`src/rtl/core/assert_macros.svh`:
```
// Assertion helpers shared by the RTL.
// Every check samples on the rising edge of clk and is off while rst is high.
`ifndef ASSERT_MACROS_SVH
`define ASSERT_MACROS_SVH

// Same-cycle implication
`define ASSERT_IMPLIES(label, ante, cons, msg) \
  label: assert property (@(posedge clk) disable iff (rst) (ante) |-> (cons)) \
    else $error(msg);

// Next-cycle implication
`define ASSERT_NEXT(label, ante, cons, msg) \
  label: assert property (@(posedge clk) disable iff (rst) (ante) |=> (cons)) \
    else $error(msg);

`endif

```
`src/rtl/core/bcrp_pkg.sv`:
```
package bcrp_pkg;

  // Record phase of the catalog walk
  typedef enum logic [2:0] {
    PH_VALID,
    PH_DEFAULT,
    PH_HDR_FIRST,
    PH_HDR_NEXT,
    PH_ENTRY,
    PH_EXT
  } phase_t;

  // Record kinds on the result channel
  localparam logic [2:0] KIND_VALIDATION = 3'd0;
  localparam logic [2:0] KIND_DEFAULT    = 3'd1;
  localparam logic [2:0] KIND_HEADER     = 3'd2;
  localparam logic [2:0] KIND_ENTRY      = 3'd3;
  localparam logic [2:0] KIND_EXTENSION  = 3'd4;
  localparam logic [2:0] KIND_END        = 3'd5;

  // Error codes
  localparam logic [2:0] ERR_OK       = 3'd0;
  localparam logic [2:0] ERR_BAD_ID   = 3'd1;
  localparam logic [2:0] ERR_CHECKSUM = 3'd2;
  localparam logic [2:0] ERR_BOOT_IND = 3'd3;
  localparam logic [2:0] ERR_MEDIA    = 3'd4;
  localparam logic [2:0] ERR_CRITERIA = 3'd5;

  // Catalog byte values
  localparam logic [7:0] ID_VALIDATION = 8'h01;
  localparam logic [7:0] ID_HDR_MORE   = 8'h90;
  localparam logic [7:0] ID_HDR_LAST   = 8'h91;
  localparam logic [7:0] ID_EXTENSION  = 8'h44;
  localparam logic [7:0] BOOT_MARK     = 8'h88;
  localparam logic [7:0] BYTE_ZERO     = 8'h00;
  localparam logic [7:0] CRIT_MAX      = 8'h01;
  localparam logic [3:0] MEDIA_MAX     = 4'd4;
  localparam int         EXT_MORE_BIT  = 5;
  localparam logic [15:0] SEG_DEFAULT  = 16'h07C0;

  // Record geometry
  localparam int         REC_KEPT     = 12;
  localparam int         KEPT_W       = $clog2(REC_KEPT);
  localparam logic [4:0] POS_LAST     = 5'd31;
  localparam logic [4:0] POS_ID       = 5'd0;
  localparam logic [4:0] POS_PLATFORM = 5'd1;
  localparam logic [4:0] POS_CRIT     = 5'd12;

  typedef struct packed {
    logic [7:0] catalog_byte;
    logic       start_of_catalog;
  } catalog_item_t;

  typedef struct packed {
    logic [2:0]  record_kind;
    logic [2:0]  error_code;
    logic [7:0]  platform;
    logic        bootable;
    logic [3:0]  media_type;
    logic [19:0] load_value;
    logic [15:0] sector_count;
    logic [31:0] start_block;
    logic [15:0] section_count;
    logic        last_flag;
    logic        walk_finished;
  } record_item_t;

endpackage

```
`src/rtl/core/bcrp_stream_if.sv`:
```
// Valid/ready channel; a transfer happens when both are high at a clock edge.
interface bcrp_stream_if #(
  parameter type payload_t = logic [7:0]
);
  logic     valid;
  logic     ready;
  payload_t data;

  modport source (output valid, output data, input ready);
  modport sink   (input valid, input data, output ready);
endinterface

```
`src/rtl/core/bcrp_out_buf.sv`:
```
// Two-entry result queue; keeps the byte side running while a result waits.
module bcrp_out_buf (
  input  logic                   clk,
  input  logic                   rst,
  input  logic                   push,
  input  bcrp_pkg::record_item_t push_data,
  output logic                   full,
  bcrp_stream_if.source          records
);

  logic [1:0]             count;
  bcrp_pkg::record_item_t slot_head;
  bcrp_pkg::record_item_t slot_tail;
  logic                   pop;

  assign pop           = records.valid && records.ready;
  assign records.valid = (count != 2'd0);
  assign records.data  = slot_head;
  assign full          = (count == 2'd2);

  // Occupancy
  always_ff @(posedge clk) begin
    if (rst) begin
      count <= 2'd0;
    end else if (push && !pop) begin
      count <= count + 2'd1;
    end else if (pop && !push) begin
      count <= count - 2'd1;
    end
  end

  // Storage; head is always the oldest result
  always_ff @(posedge clk) begin
    unique case ({push, pop})
      2'b10: begin
        if (count == 2'd0) begin
          slot_head <= push_data;
        end else begin
          slot_tail <= push_data;
        end
      end
      2'b01: begin
        slot_head <= slot_tail;
      end
      2'b11: begin
        if (count == 2'd1) begin
          slot_head <= push_data;
        end else begin
          slot_head <= slot_tail;
          slot_tail <= push_data;
        end
      end
      default: begin
      end
    endcase
  end

endmodule

```
`src/rtl/core/boot_catalog_record_parser.sv`:
```
// Boot catalog record parser.
// catalog (sink): one catalog byte per transfer, with start_of_catalog marking
//   byte 0 of the validation entry; that restarts the walk at any point.
// records (source): one result per 32-byte record, sent with its last byte,
//   or at once for the zero byte that ends the list after the default entry.
// Throughput: one byte per cycle while catalog.ready is high. Each byte passes through a single
//   level of compare/capture/16-bit add logic into the walk state.
// Output: a result is registered into the result queue when the byte that ends
//   the record is accepted, and is sent on records once older results have left.
// Stall: results go into a two-entry queue; catalog.ready drops only while
//   both entries are held. Results are 32 bytes apart, except the end result
//   that can follow a default entry at once, so a short receiver stall never
//   slows the byte stream.
// After an error or the end of the catalog, bytes are taken and dropped
//   until the next start_of_catalog.
// Reset (rst, synchronous): the walk expects the validation entry at byte 0
//   and the result queue is emptied; no clearing pass is needed.
module boot_catalog_record_parser (
  input  logic          clk,
  input  logic          rst,
  bcrp_stream_if.sink   catalog,
  bcrp_stream_if.source records
);

  `include "assert_macros.svh"

  // Walk state
  logic [4:0]              byte_position;
  bcrp_pkg::phase_t        record_phase;
  logic [15:0]             word_sum;
  logic [7:0]              held_low_byte;
  logic [7:0]              current_platform;
  logic [15:0]             entries_left;
  logic                    last_header_seen;
  logic [2:0]              pending_error;
  logic                    finished_flag;
  logic [7:0]              record_bytes [bcrp_pkg::REC_KEPT];

  logic [4:0]              byte_position_next;
  bcrp_pkg::phase_t        record_phase_next;
  logic [15:0]             word_sum_next;
  logic [7:0]              held_low_byte_next;
  logic [7:0]              current_platform_next;
  logic [15:0]             entries_left_next;
  logic                    last_header_seen_next;
  logic [2:0]              pending_error_next;
  logic                    finished_flag_next;

  // Per-byte view
  logic                    accept;
  logic                    restart;
  logic                    active;
  logic [7:0]              b;
  logic [4:0]              e_pos;
  bcrp_pkg::phase_t        e_phase;
  logic [15:0]             e_sum;
  logic [7:0]              e_held;
  logic [7:0]              e_plat;
  logic [15:0]             e_entries;
  logic                    e_last;
  logic [2:0]              e_err;
  logic [15:0]             sum_now;
  logic                    end_mark;
  logic                    rec_done;
  logic [2:0]              err_byte;
  logic [2:0]              err_final;
  logic [2:0]              kind;

  // Record bytes kept for decode
  logic [15:0]             hdr_count;
  logic [15:0]             ent_dec;
  logic [15:0]             chain_entries;
  logic                    chain_last;
  logic                    ext_more;

  bcrp_pkg::record_item_t  res;
  logic                    res_push;
  logic                    queue_full;
  logic [15:0]             seg;

  assign accept        = catalog.valid && catalog.ready;
  assign catalog.ready = !queue_full;
  assign restart       = catalog.data.start_of_catalog;
  assign b             = catalog.data.catalog_byte;
  assign active        = accept && (restart || !finished_flag);

  // A start mark sees the reset state
  assign e_pos     = restart ? 5'd0 : byte_position;
  assign e_phase   = restart ? bcrp_pkg::PH_VALID : record_phase;
  assign e_sum     = restart ? 16'd0 : word_sum;
  assign e_held    = restart ? 8'd0 : held_low_byte;
  assign e_plat    = restart ? 8'd0 : current_platform;
  assign e_entries = restart ? 16'd0 : entries_left;
  assign e_last    = restart ? 1'b0 : last_header_seen;
  assign e_err     = restart ? bcrp_pkg::ERR_OK : pending_error;

  // Little-endian word sum, updated on the high byte
  assign sum_now  = e_pos[0] ? (e_sum + {b, e_held}) : e_sum;
  assign end_mark = (e_phase == bcrp_pkg::PH_HDR_FIRST) && (e_pos == bcrp_pkg::POS_ID)
                    && (b == bcrp_pkg::BYTE_ZERO);
  assign rec_done = (e_pos == bcrp_pkg::POS_LAST);

  // Byte checks for the current phase
  always_comb begin
    err_byte = bcrp_pkg::ERR_OK;
    unique case (e_phase)
      bcrp_pkg::PH_VALID: begin
        if (e_pos == bcrp_pkg::POS_ID && b != bcrp_pkg::ID_VALIDATION) begin
          err_byte = bcrp_pkg::ERR_BAD_ID;
        end
      end
      bcrp_pkg::PH_HDR_FIRST, bcrp_pkg::PH_HDR_NEXT: begin
        if (e_pos == bcrp_pkg::POS_ID && b != bcrp_pkg::ID_HDR_MORE
            && b != bcrp_pkg::ID_HDR_LAST) begin
          err_byte = bcrp_pkg::ERR_BAD_ID;
        end
      end
      bcrp_pkg::PH_DEFAULT, bcrp_pkg::PH_ENTRY: begin
        priority if (e_pos == bcrp_pkg::POS_ID && b != bcrp_pkg::BOOT_MARK
                     && b != bcrp_pkg::BYTE_ZERO) begin
          err_byte = bcrp_pkg::ERR_BOOT_IND;
        end else if (e_pos == bcrp_pkg::POS_PLATFORM
                     && b[3:0] > bcrp_pkg::MEDIA_MAX) begin
          err_byte = bcrp_pkg::ERR_MEDIA;
        end else if (e_pos == bcrp_pkg::POS_CRIT && e_phase == bcrp_pkg::PH_ENTRY
                     && b > bcrp_pkg::CRIT_MAX) begin
          err_byte = bcrp_pkg::ERR_CRITERIA;
        end else begin
        end
      end
      bcrp_pkg::PH_EXT: begin
        if (e_pos == bcrp_pkg::POS_ID && b != bcrp_pkg::ID_EXTENSION) begin
          err_byte = bcrp_pkg::ERR_BAD_ID;
        end
      end
      default: begin
      end
    endcase
  end

  // First fault wins; checksum is judged at the last byte
  always_comb begin
    err_final = (e_err != bcrp_pkg::ERR_OK) ? e_err : err_byte;
    if (err_final == bcrp_pkg::ERR_OK && rec_done && e_phase == bcrp_pkg::PH_VALID
        && sum_now != 16'd0) begin
      err_final = bcrp_pkg::ERR_CHECKSUM;
    end
  end

  // Kind of the record being completed
  always_comb begin
    unique case (e_phase)
      bcrp_pkg::PH_VALID:     kind = bcrp_pkg::KIND_VALIDATION;
      bcrp_pkg::PH_DEFAULT:   kind = bcrp_pkg::KIND_DEFAULT;
      bcrp_pkg::PH_HDR_FIRST,
      bcrp_pkg::PH_HDR_NEXT:  kind = bcrp_pkg::KIND_HEADER;
      bcrp_pkg::PH_ENTRY:     kind = bcrp_pkg::KIND_ENTRY;
      default:                kind = bcrp_pkg::KIND_EXTENSION;
    endcase
  end

  assign hdr_count = {record_bytes[3], record_bytes[2]};
  assign ent_dec   = e_entries - {15'd0, (e_entries != 16'd0)};
  assign ext_more  = record_bytes[1][bcrp_pkg::EXT_MORE_BIT];

  // Entry count and last-header flag that decide what follows a chain
  always_comb begin
    if (kind == bcrp_pkg::KIND_HEADER) begin
      chain_entries = hdr_count;
      chain_last    = (record_bytes[0] == bcrp_pkg::ID_HDR_LAST);
    end else if (kind == bcrp_pkg::KIND_ENTRY) begin
      chain_entries = ent_dec;
      chain_last    = e_last;
    end else begin
      chain_entries = e_entries;
      chain_last    = e_last;
    end
  end

  // Next state of the walk
  always_comb begin
    byte_position_next    = byte_position;
    record_phase_next     = record_phase;
    word_sum_next         = word_sum;
    held_low_byte_next    = held_low_byte;
    current_platform_next = current_platform;
    entries_left_next     = entries_left;
    last_header_seen_next = last_header_seen;
    pending_error_next    = pending_error;
    finished_flag_next    = finished_flag;
    if (active) begin
      record_phase_next     = e_phase;
      entries_left_next     = e_entries;
      last_header_seen_next = e_last;
      finished_flag_next    = 1'b0;
      held_low_byte_next    = e_pos[0] ? e_held : b;
      word_sum_next         = sum_now;
      pending_error_next    = err_final;
      byte_position_next    = e_pos + 5'd1;
      current_platform_next = e_plat;
      if (e_pos == bcrp_pkg::POS_PLATFORM && (e_phase == bcrp_pkg::PH_VALID
          || e_phase == bcrp_pkg::PH_HDR_FIRST || e_phase == bcrp_pkg::PH_HDR_NEXT)) begin
        current_platform_next = b;
      end
      priority if (end_mark) begin
        finished_flag_next = 1'b1;
      end else if (rec_done) begin
        byte_position_next = 5'd0;
        word_sum_next      = 16'd0;
        pending_error_next = bcrp_pkg::ERR_OK;
        if (err_final != bcrp_pkg::ERR_OK) begin
          finished_flag_next = 1'b1;
        end else begin
          if (kind == bcrp_pkg::KIND_HEADER) begin
            entries_left_next     = hdr_count;
            last_header_seen_next = chain_last;
          end else if (kind == bcrp_pkg::KIND_ENTRY) begin
            entries_left_next = ent_dec;
          end
          priority if (kind == bcrp_pkg::KIND_VALIDATION) begin
            record_phase_next = bcrp_pkg::PH_DEFAULT;
          end else if (kind == bcrp_pkg::KIND_DEFAULT) begin
            record_phase_next = bcrp_pkg::PH_HDR_FIRST;
          end else if (kind != bcrp_pkg::KIND_HEADER && ext_more) begin
            record_phase_next = bcrp_pkg::PH_EXT;
          end else if (chain_entries != 16'd0) begin
            record_phase_next = bcrp_pkg::PH_ENTRY;
          end else if (chain_last) begin
            finished_flag_next = 1'b1;
          end else begin
            record_phase_next = bcrp_pkg::PH_HDR_NEXT;
          end
        end
      end else begin
      end
    end
  end

  // Result fields
  always_comb begin
    res      = '0;
    seg      = hdr_count;
    res_push = active && (end_mark || rec_done);
    if (seg == 16'd0) begin
      seg = bcrp_pkg::SEG_DEFAULT;
    end
    res.platform      = e_plat;
    res.walk_finished = finished_flag_next;
    if (end_mark) begin
      res.record_kind = bcrp_pkg::KIND_END;
    end else begin
      res.record_kind = kind;
      res.error_code  = err_final;
      if (kind == bcrp_pkg::KIND_DEFAULT || kind == bcrp_pkg::KIND_ENTRY) begin
        res.bootable     = (record_bytes[0] == bcrp_pkg::BOOT_MARK);
        res.media_type   = record_bytes[1][3:0];
        res.load_value   = (e_plat == bcrp_pkg::BYTE_ZERO) ? {4'd0, seg}
                           : {record_bytes[2], record_bytes[3], 4'd0};
        res.sector_count = {record_bytes[7], record_bytes[6]};
        res.start_block  = {record_bytes[11], record_bytes[10],
                            record_bytes[9], record_bytes[8]};
      end else if (kind == bcrp_pkg::KIND_HEADER) begin
        res.section_count = hdr_count;
        res.last_flag     = (record_bytes[0] == bcrp_pkg::ID_HDR_LAST);
      end else if (kind == bcrp_pkg::KIND_EXTENSION) begin
        res.last_flag = !ext_more;
      end
    end
  end

  // Walk state registers
  always_ff @(posedge clk) begin
    if (rst) begin
      byte_position    <= 5'd0;
      record_phase     <= bcrp_pkg::PH_VALID;
      word_sum         <= 16'd0;
      held_low_byte    <= 8'd0;
      current_platform <= 8'd0;
      entries_left     <= 16'd0;
      last_header_seen <= 1'b0;
      pending_error    <= bcrp_pkg::ERR_OK;
      finished_flag    <= 1'b0;
    end else begin
      byte_position    <= byte_position_next;
      record_phase     <= record_phase_next;
      word_sum         <= word_sum_next;
      held_low_byte    <= held_low_byte_next;
      current_platform <= current_platform_next;
      entries_left     <= entries_left_next;
      last_header_seen <= last_header_seen_next;
      pending_error    <= pending_error_next;
      finished_flag    <= finished_flag_next;
    end
  end

  // Capture of bytes 0..11 for decode at the record end
  always_ff @(posedge clk) begin
    if (active && e_pos < 5'(bcrp_pkg::REC_KEPT)) begin
      record_bytes[e_pos[bcrp_pkg::KEPT_W-1:0]] <= b;
    end
  end

  bcrp_out_buf u_out_buf (
    .clk       (clk),
    .rst       (rst),
    .push      (res_push),
    .push_data (res),
    .full      (queue_full),
    .records   (records)
  );

  // Checks
  `ASSERT_IMPLIES(a_quiet_when_done, finished_flag && !(accept && restart), !res_push,
    "result produced after the walk ended")
  `ASSERT_NEXT(a_finish_sticks, res_push && res.walk_finished, finished_flag,
    "walk_finished reported but walk still running")
  `ASSERT_IMPLIES(a_entry_has_count,
    record_phase == bcrp_pkg::PH_ENTRY && !finished_flag, entries_left != 16'd0,
    "section entry expected with no entries left")
  `ASSERT_IMPLIES(a_stall_only_full, !catalog.ready, records.valid,
    "byte side stalled with no result pending")

endmodule

```
`src/flat_wrapper.sv`:
```
// flat-port wrapper written by rule: the top's interface ports become plain ports
module boot_catalog_record_parser_flat 
  (clk, rst, catalog_valid, catalog_data, catalog_ready, records_valid, records_data, records_ready);
  bcrp_stream_if #(.payload_t(bcrp_pkg::catalog_item_t)) catalog_i ();
  bcrp_stream_if #(.payload_t(bcrp_pkg::record_item_t)) records_i ();
  input  logic clk;
  input  logic rst;
  input wire logic [$bits(catalog_i.valid)-1:0] catalog_valid;
  input wire logic [$bits(catalog_i.data)-1:0] catalog_data;
  output wire logic [$bits(catalog_i.ready)-1:0] catalog_ready;
  output wire logic [$bits(records_i.valid)-1:0] records_valid;
  output wire logic [$bits(records_i.data)-1:0] records_data;
  input wire logic [$bits(records_i.ready)-1:0] records_ready;
  assign catalog_i.valid = catalog_valid;
  assign catalog_i.data = catalog_data;
  assign catalog_ready = catalog_i.ready;
  assign records_valid = records_i.valid;
  assign records_data = records_i.data;
  assign records_i.ready = records_ready;
  boot_catalog_record_parser u_core (.clk(clk), .rst(rst), .catalog(catalog_i), .records(records_i));
endmodule
```
`config.mk`:
```
export PLATFORM = sky130hd
export DESIGN_NAME = boot_catalog_record_parser_flat
export DESIGN_NICKNAME = d
export VERILOG_FILES = /design/src/rtl/core/bcrp_pkg.sv /design/src/rtl/core/bcrp_stream_if.sv /design/src/rtl/core/bcrp_out_buf.sv /design/src/rtl/core/boot_catalog_record_parser.sv /design/src/flat_wrapper.sv
export VERILOG_INCLUDE_DIRS = /design/src /design/src/rtl/core
export SDC_FILE = /design/constraint.sdc
export NUM_CORES = 1
export LEC_CHECK = 0
export BUFFER_PORTS_ARGS = -buffer_cell sky130_fd_sc_hd__buf_2
export CORE_MARGIN = 2
export CORE_UTILIZATION = 49
export CTS_BUF_LIST = sky130_fd_sc_hd__clkbuf_4
export DETAILED_ROUTE_END_ITERATION = 8
export MAX_ROUTING_LAYER = met4
export PLACE_DENSITY = 0.67
export SLEW_MARGIN = 20
export SYNTH_ARGS = -nofsm -noshare
export SYNTH_HDL_FRONTEND = slang
export SYNTH_SLANG_ARGS = --single-unit
export TNS_END_PERCENT = 10
```
`constraint.sdc`:
```
create_clock -name clk -period 30.5 [get_ports clk]
set_input_delay 4.575 -clock clk [delete_from_list [all_inputs] [get_ports clk]]
set_output_delay 4.575 -clock clk [all_outputs]
set_load 0.005 [all_outputs]
```
## Word-level counts from Yosys, hierarchy flattened

Memories as Yosys holds them, arrays and structs flattened.
Index checks and enable logic that the tools add are counted.

- Flip-flop bits (word level): 273
- Output and inout bits: 107
- Logic and storage cells: 198
- Memory bits (writable): 96
- Input bits: 13
- Memories kept: 1

Memory list:

| memory | depth | bits a word | rd ports | clocked after Yosys merged registers in | wr ports | RTL line | text |
|---|---|---|---|---|---|---|---|
| u_core.record_bytes | 12 | 8 | 10 | 0 | 1 | boot_catalog_record_parser.sv:37 | `logic [7:0] record_bytes [bcrp_pkg::REC_KEPT];` |

- $lt $le $gt $ge: 3
- Reductions and logical operators: 55
- Equal/unequal tests: 28
- Muxes and demuxes: 74
- Add/subtract/negate cells: 5

Operators by type and width:

| cell | number |
|---|---|
| 105-bit two-way mux | 4 |
| 105-bit one-hot mux with 3 select lines | 1 |
| 105-bit one-hot mux with 2 select lines | 1 |
| 16-bit two-way mux | 12 |
| 90-bit two-way mux | 1 |
| 73-bit two-way mux | 1 |
| 3-bit two-way mux | 19 |
| 16-bit nonzero test | 3 |
| 8-bit two-way mux | 4 |
| 8-bit inequality test (second input constant) | 3 |
| 3-bit one-hot mux with 4 select lines | 2 |
| 1-bit logical AND | 23 |
| 1-bit two-way mux | 22 |
| 20-bit two-way mux | 1 |
| 17-bit two-way mux | 1 |
| 16-bit adder | 1 |
| 8-bit equality test (second input constant) | 2 |
| 16-bit zero test | 1 |
| 8-bit zero test | 2 |
| 16-bit by 1-bit subtractor with 16-bit output | 1 |
| 5-bit two-way mux | 3 |
| 3-bit by 2-bit equality test with 1-bit output (second input constant) | 4 |
| 3-bit equality test (second input constant) | 3 |
| 3-bit zero test | 3 |
| other kinds (27) | 47 |

## Longest topological paths before layout

- Depth after elaboration: 21
- Depth in mapped cells: 21
- Mapped depth without buffers: 15

## By module

A second synthesis with hierarchy kept.

- Cells, all modules: 1569
- Area total of the unflattened synthesis: 18103.6 um2

Modules (own cells, without submodules):

| module | sequential area each (um2) | cells each | area an instance (um2) | times used |
|---|---|---|---|---|
| bcrp_out_buf | 6346.1 | 706 | 10067.2 | 1 |
| boot_catalog_record_parser | 3533.4 | 863 | 8036.5 | 1 |

## Least setup slack after synthesis

OpenSTA, ideal clock, no wires.

- Kind: input -> register
- From: in catalog_data[0]
- To: reg u_core.u_out_buf.slot_head (netlist bit u_core.u_out_buf.records.data[0]) (enable)
- Buffers on the path: 3
- Cell stages on the path: 14
- Data arrival time: 13.844 ns
- Data required time: 29.786 ns
- Setup time: 0.714 ns
- Setup slack: 15.942 ns
- Cells stage by stage: buf_6 -> clkinv_1 -> clkbuf_1 -> clkbuf_1 -> nand2_1 -> inv_1 -> ha_1 -> inv_1 -> nor3_1 -> ha_1 -> nor2_1 -> nor2_1 -> inv_1 -> o21ai_0

- Longest elaborated chain between the ends: 9
- Elaborated cells on any way between the ends: 17
- Classes of those cells: eq/ne: 6; mux: 2; reduce/logical: 9

RTL lines:

| element | RTL line | text |
|---|---|---|
| start: declaration | flat_wrapper.sv:9 | `input wire logic [$bits(catalog_i.data)-1:0] catalog_data;` |
| 3-bit two-way mux / 5-bit two-way mux (equally long branches) | boot_catalog_record_parser.sv:89, boot_catalog_record_parser.sv:88 |  |
| 3-bit by 2-bit equality test with 1-bit output / 5-bit zero test (equally long branches) | boot_catalog_record_parser.sv:99 | `assign end_mark = (e_phase == bcrp_pkg::PH_HDR_FIRST) && (e_pos == bcrp_pkg::POS_ID)` |
| 1-bit logical AND | boot_catalog_record_parser.sv:99 |  |
| 1-bit logical AND | boot_catalog_record_parser.sv:100 | `&& (b == bcrp_pkg::BYTE_ZERO);` |
| 1-bit logical OR | boot_catalog_record_parser.sv:243 | `res_push = active && (end_mark \|\| rec_done);` |
| 1-bit logical AND (*) | boot_catalog_record_parser.sv:243 |  |
| 2-bit equality test / 2-bit by 1-bit equality test with 1-bit output (equally long branches) | bcrp_out_buf.sv:34 | `unique case ({push, pop})` |
| 2-bit inequality test (no source line) / 3-bit nonzero test (equally long branches) | -- |  |
| 2-bit AND reduction (no source line) (*) | -- |  |
| end signal: assignment | bcrp_out_buf.sv:37 | `slot_head <= push_data;` |
| end signal: assignment | bcrp_out_buf.sv:43 | `slot_head <= slot_tail;` |
| end signal: assignment | bcrp_out_buf.sv:47 | `slot_head <= push_data;` |
| end: declaration | bcrp_out_buf.sv:12 | `bcrp_pkg::record_item_t slot_head;` |

Every way passes the cells marked *; elsewhere a longest branch is shown, timed or not.
A chain may end at the register's enable or synchronous reset.

## Worst setup path in the final report

- From: in catalog_data[0]
- To: reg u_core.u_out_buf.slot_tail[93] (netlist bit) (enable)

- Longest elaborated chain between the ends: 9
- Elaborated cells on any way between the ends: 17
- Classes of those cells: eq/ne: 6; mux: 2; reduce/logical: 9

RTL lines:

| element | RTL line | text |
|---|---|---|
| 3-bit two-way mux / 5-bit two-way mux (equally long branches) | boot_catalog_record_parser.sv:89, boot_catalog_record_parser.sv:88 |  |
| 3-bit by 2-bit equality test with 1-bit output / 5-bit zero test (equally long branches) | boot_catalog_record_parser.sv:99 |  |
| 1-bit logical AND | boot_catalog_record_parser.sv:99 |  |
| 1-bit logical AND | boot_catalog_record_parser.sv:100 |  |
| 1-bit logical OR | boot_catalog_record_parser.sv:243 |  |
| 1-bit logical AND (*) | boot_catalog_record_parser.sv:243 |  |
| 2-bit equality test | bcrp_out_buf.sv:34 |  |
| 2-bit inequality test (no source line) / 2-bit nonzero test (equally long branches) | -- |  |
| 3-bit AND reduction (no source line) (*) | -- |  |
| end signal: assignment | bcrp_out_buf.sv:39 | `slot_tail <= push_data;` |
| end signal: assignment | bcrp_out_buf.sv:50 | `slot_tail <= push_data;` |
| end: declaration | bcrp_out_buf.sv:13 | `bcrp_pkg::record_item_t slot_tail;` |

Marks and branches as above.

==> results.sh <==
export IMPL_tritoncts="built"
export IMPL_async_reset_ff_frac=0
export IMPL_critical_path_max_fanout=59
export IMPL_crit_path_max_incr_delay_ps=690
export IMPL_yosysUniqueCellTypes=86
export IMPL_setup_slack_ps=21670
export IMPL_grt_use_met3=0.0457
export IMPL_die_y_um=182
export IMPL_nets=1401
export IMPL_status="complete, no violations"
export IMPL_synth_compound_area_share=0.162
export IMPL_synthAdderAreaFrac=0.0239
export IMPL_worstSetupPathType="in2reg"
export IMPL_critPathCapture="u_core.u_out_buf.slot_tail[93]"
export IMPL_p_leak_nw=5.82
export IMPL_overflow=0
export IMPL_r2r_slack_ps=25150
export IMPL_io_pin_count=120
export IMPL_hold_viol_final=0
export IMPL_clk_latency_ps=740
export IMPL_layout_min_cycle_time_ps=8830
export IMPL_fin_tns_setup_ps=0
export IMPL_drt_initial_drc_count=909
export IMPL_grt_use_met1=0.308
export IMPL_syn_num_nets=1253
export IMPL_finalWirelength_mm=36.6
export IMPL_seq_area_um2=9880
export IMPL_ir_drop_mv=0.0376
export IMPL_synthSimpleGateAreaFrac=0.139
export IMPL_synth_xor_area_share=0.00736
export IMPL_finalSetupViolations=0
export IMPL_cp_startpoint="catalog_data[0]"
export IMPL_path_buf_inv=4
export IMPL_io_buffer_count=119
export IMPL_synth_warnings=0
export IMPL_drc=0
export IMPL_num_rows=65
export IMPL_synth_seq_cells=350
export IMPL_required_ps=30880
export IMPL_start_util=0.494
export IMPL_final_cell_mix="287 x edfxtp_1, 129 x clkbuf_4, 119 x buf_2"
export IMPL_synth_edf_count=287
export IMPL_area_delta_synth_final_pct=13.5
export IMPL_fmax_mhz=113
export IMPL_synth_top_family_by_area="compound AO/OA/AOI/OAI gates"
export IMPL_p_per_area_nw_per_um2=53.8
export IMPL_holdWs_ps=455
export IMPL_max_cap_violations=0
export IMPL_place_area_um2=16400
export IMPL_r2r_cells=10
export IMPL_design_die_area_um2=33000
export IMPL_die_w_um=182
export IMPL_final_common_cell="edfxtp_1"
export IMPL_fin_cells=1822
export IMPL_synthCells=1211
export IMPL_hold_path_class="reg2reg"
export IMPL_cpMaxStageDelayCell="clkinv_1"
export IMPL_min_period_over_period=0.289
export IMPL_fillers=2583
export IMPL_post_cts_buffers=0
export IMPL_power_total_mw=0.945
export IMPL_cts_buffers=90
export IMPL_drive_gt1_frac=0.209
export IMPL_synth_area_per_cell_um2=12.8
export IMPL_final_util=0.561
export IMPL_path_cells="buf_2 > clkinv_1 > nand2_1 > ha_1 > o21ai_1 > nor4_1 > nor2_1 > nor2_1 > ha_1 > o21ai_0 > a21oi_4 > buf_4 > buf_16"
export IMPL_coreArea_um2=31300
export IMPL_r2r_start="u_core.record_phase[1]"
export IMPL_cts_buffer_depth=3
export IMPL_crit_arrival_ps=9210
export IMPL_cts_resized_gates=0
export IMPL_dp_slack_ps=20820
export IMPL_clk_pin_slew_ps=60
export IMPL_worst_r2r_endpoint="u_core.u_out_buf.slot_tail[93]"
export IMPL_syn_area_um2=15500
export IMPL_tightest_slew_ps=1110
export IMPL_slew_violations=0
export IMPL_dr_pass1_iters=5
export IMPL_cts_root_buffer="clkbuf_4"
export IMPL_critPathLaunchType="primary input"
export IMPL_viasPerCell=5.82
export IMPL_grt_first_pass_wirelength_mm=57.9
export IMPL_critPathTopFamily="buffers and inverters"
export IMPL_synthMuxAreaShare=0.00388
export IMPL_hold_buffers=0
export IMPL_top_usage_layer="met2"
export IMPL_stdcell_area_um2=17600
export IMPL_max_slew_margin_rel=0.257
export IMPL_cp_depth=13
export IMPL_endpoint_kind="flip-flop"
export IMPL_groute_layer_met2_usage=0.352
export IMPL_grt_pass1_vias=10300
export IMPL_multi_input_area_um2=5250
export IMPL_seq_area_frac_synth=0.639
export IMPL_grt_use_total=0.231
export IMPL_ys_flop_type="edfxtp_1"
export IMPL_rsz0062_at_grt="no"
export IMPL_dp_hpwl_mm=23.1
export IMPL_finClkSkew_ps=50.8
export IMPL_wire_per_inst_um=20.1
export IMPL_hold_start="u_core.held_low_byte[4]"
export IMPL_vias=10600
export IMPL_grt_max_degree=86
export IMPL_cts_sinks=350
export IMPL_drtAntennaViolNets=0
export IMPL_placedCellCount=1668
export IMPL_antenna_found_initial=2
export IMPL_htreeDepth=3
export IMPL_gp_congestion=0.932
-- logic make-up after synthesis --
logic type | Yosys count
flops | 350
xor+xnor | 13
compound gates | 321
simple gates | 397
mux | 6
buf+inv | 95
fa+ha+maj | 29
-- metal layers --
| layer | vias to the layer above | wire length (um) |
|---|---|---|
| met1 | 5109 | 16300 |
| met3 | 82 | 2210 |
| met5 | - | 0 |
| li1 | 5027 | - |
| met4 | 0 | 979 |
| met2 | 380 | 17200 |
-- cell usage after synthesis, types with 20 or more instances --
cell	number	area, um^2
clkbuf_1	54	203
dfxtp_1	63	1260
inv_1	22	82.6
nor2_1	88	330
a21oi_1	50	250
nand2_1	67	251
nor3_1	21	105
and2_1	95	594
nor2b_1	33	206
o21ai_0	31	155
a22oi_1	21	158
ha_1	28	350
edfxtp_1	287	8620
a22o_1	115	1010
nor4_1	20	125
-- state kept, by name, indices dropped and copies added, names as in the netlist --
| name | flops |
|---|---|
| u_core.byte_position | 5 |
| u_core.record_phase | 3 |
| u_core.pending_error | 3 |
| u_core.held_low_byte | 8 |
| u_core.finished_flag | 1 |
| u_core.word_sum | 16 |
| u_core.current_platform | 8 |
| u_core.u_out_buf.count | 2 |
| u_core.last_header_seen | 1 |
| u_core.entries_left | 16 |
| u_core.record_bytes | 77 |
| u_core.u_out_buf.records.data | 105 |
| u_core.u_out_buf.slot_tail | 105 |
-- how the worst min path moves through the flow --
stage                                    endpoint  slack (ps)  cells after the start
final                     u_core.held_low_byte[4]         460                      2
after global routing      u_core.held_low_byte[1]         480                      2
after CTS                 u_core.held_low_byte[3]         460                      2
after detailed placement  u_core.held_low_byte[5]         450                      2
after global placement    u_core.held_low_byte[3]         440                      2
after floorplan           u_core.held_low_byte[0]         430                      2
-- report_power, final --
group | switching (mW) | internal [mW] | total [mW]
logic | 0.0205 | 0.00728 | 0.0278
clock network | 0.184 | 0.218 | 0.402
registers | 0.00151 | 0.514 | 0.515
-- cell type report --
class / instances / share of cell area
antenna: 1 / 0.000142
clock buffer: 129 / 0.0551
clock inverter: 23 / 0.00976
inverter: 23 / 0.00492
multi-input combinational: 766 / 0.299
sequential: 350 / 0.562
tap: 402 / 0.0286
timing repair buffer: 128 / 0.0400
-- tightest hold or removal path, delay by kind of cell, from the launching register on --
kind / cells / cell delay [ps]
DFF: 1 / 310
AOI/OAI and AO/OA: 1 / 50
and+or+nand+nor: 1 / 50
(Power assumes the default switching activity.)
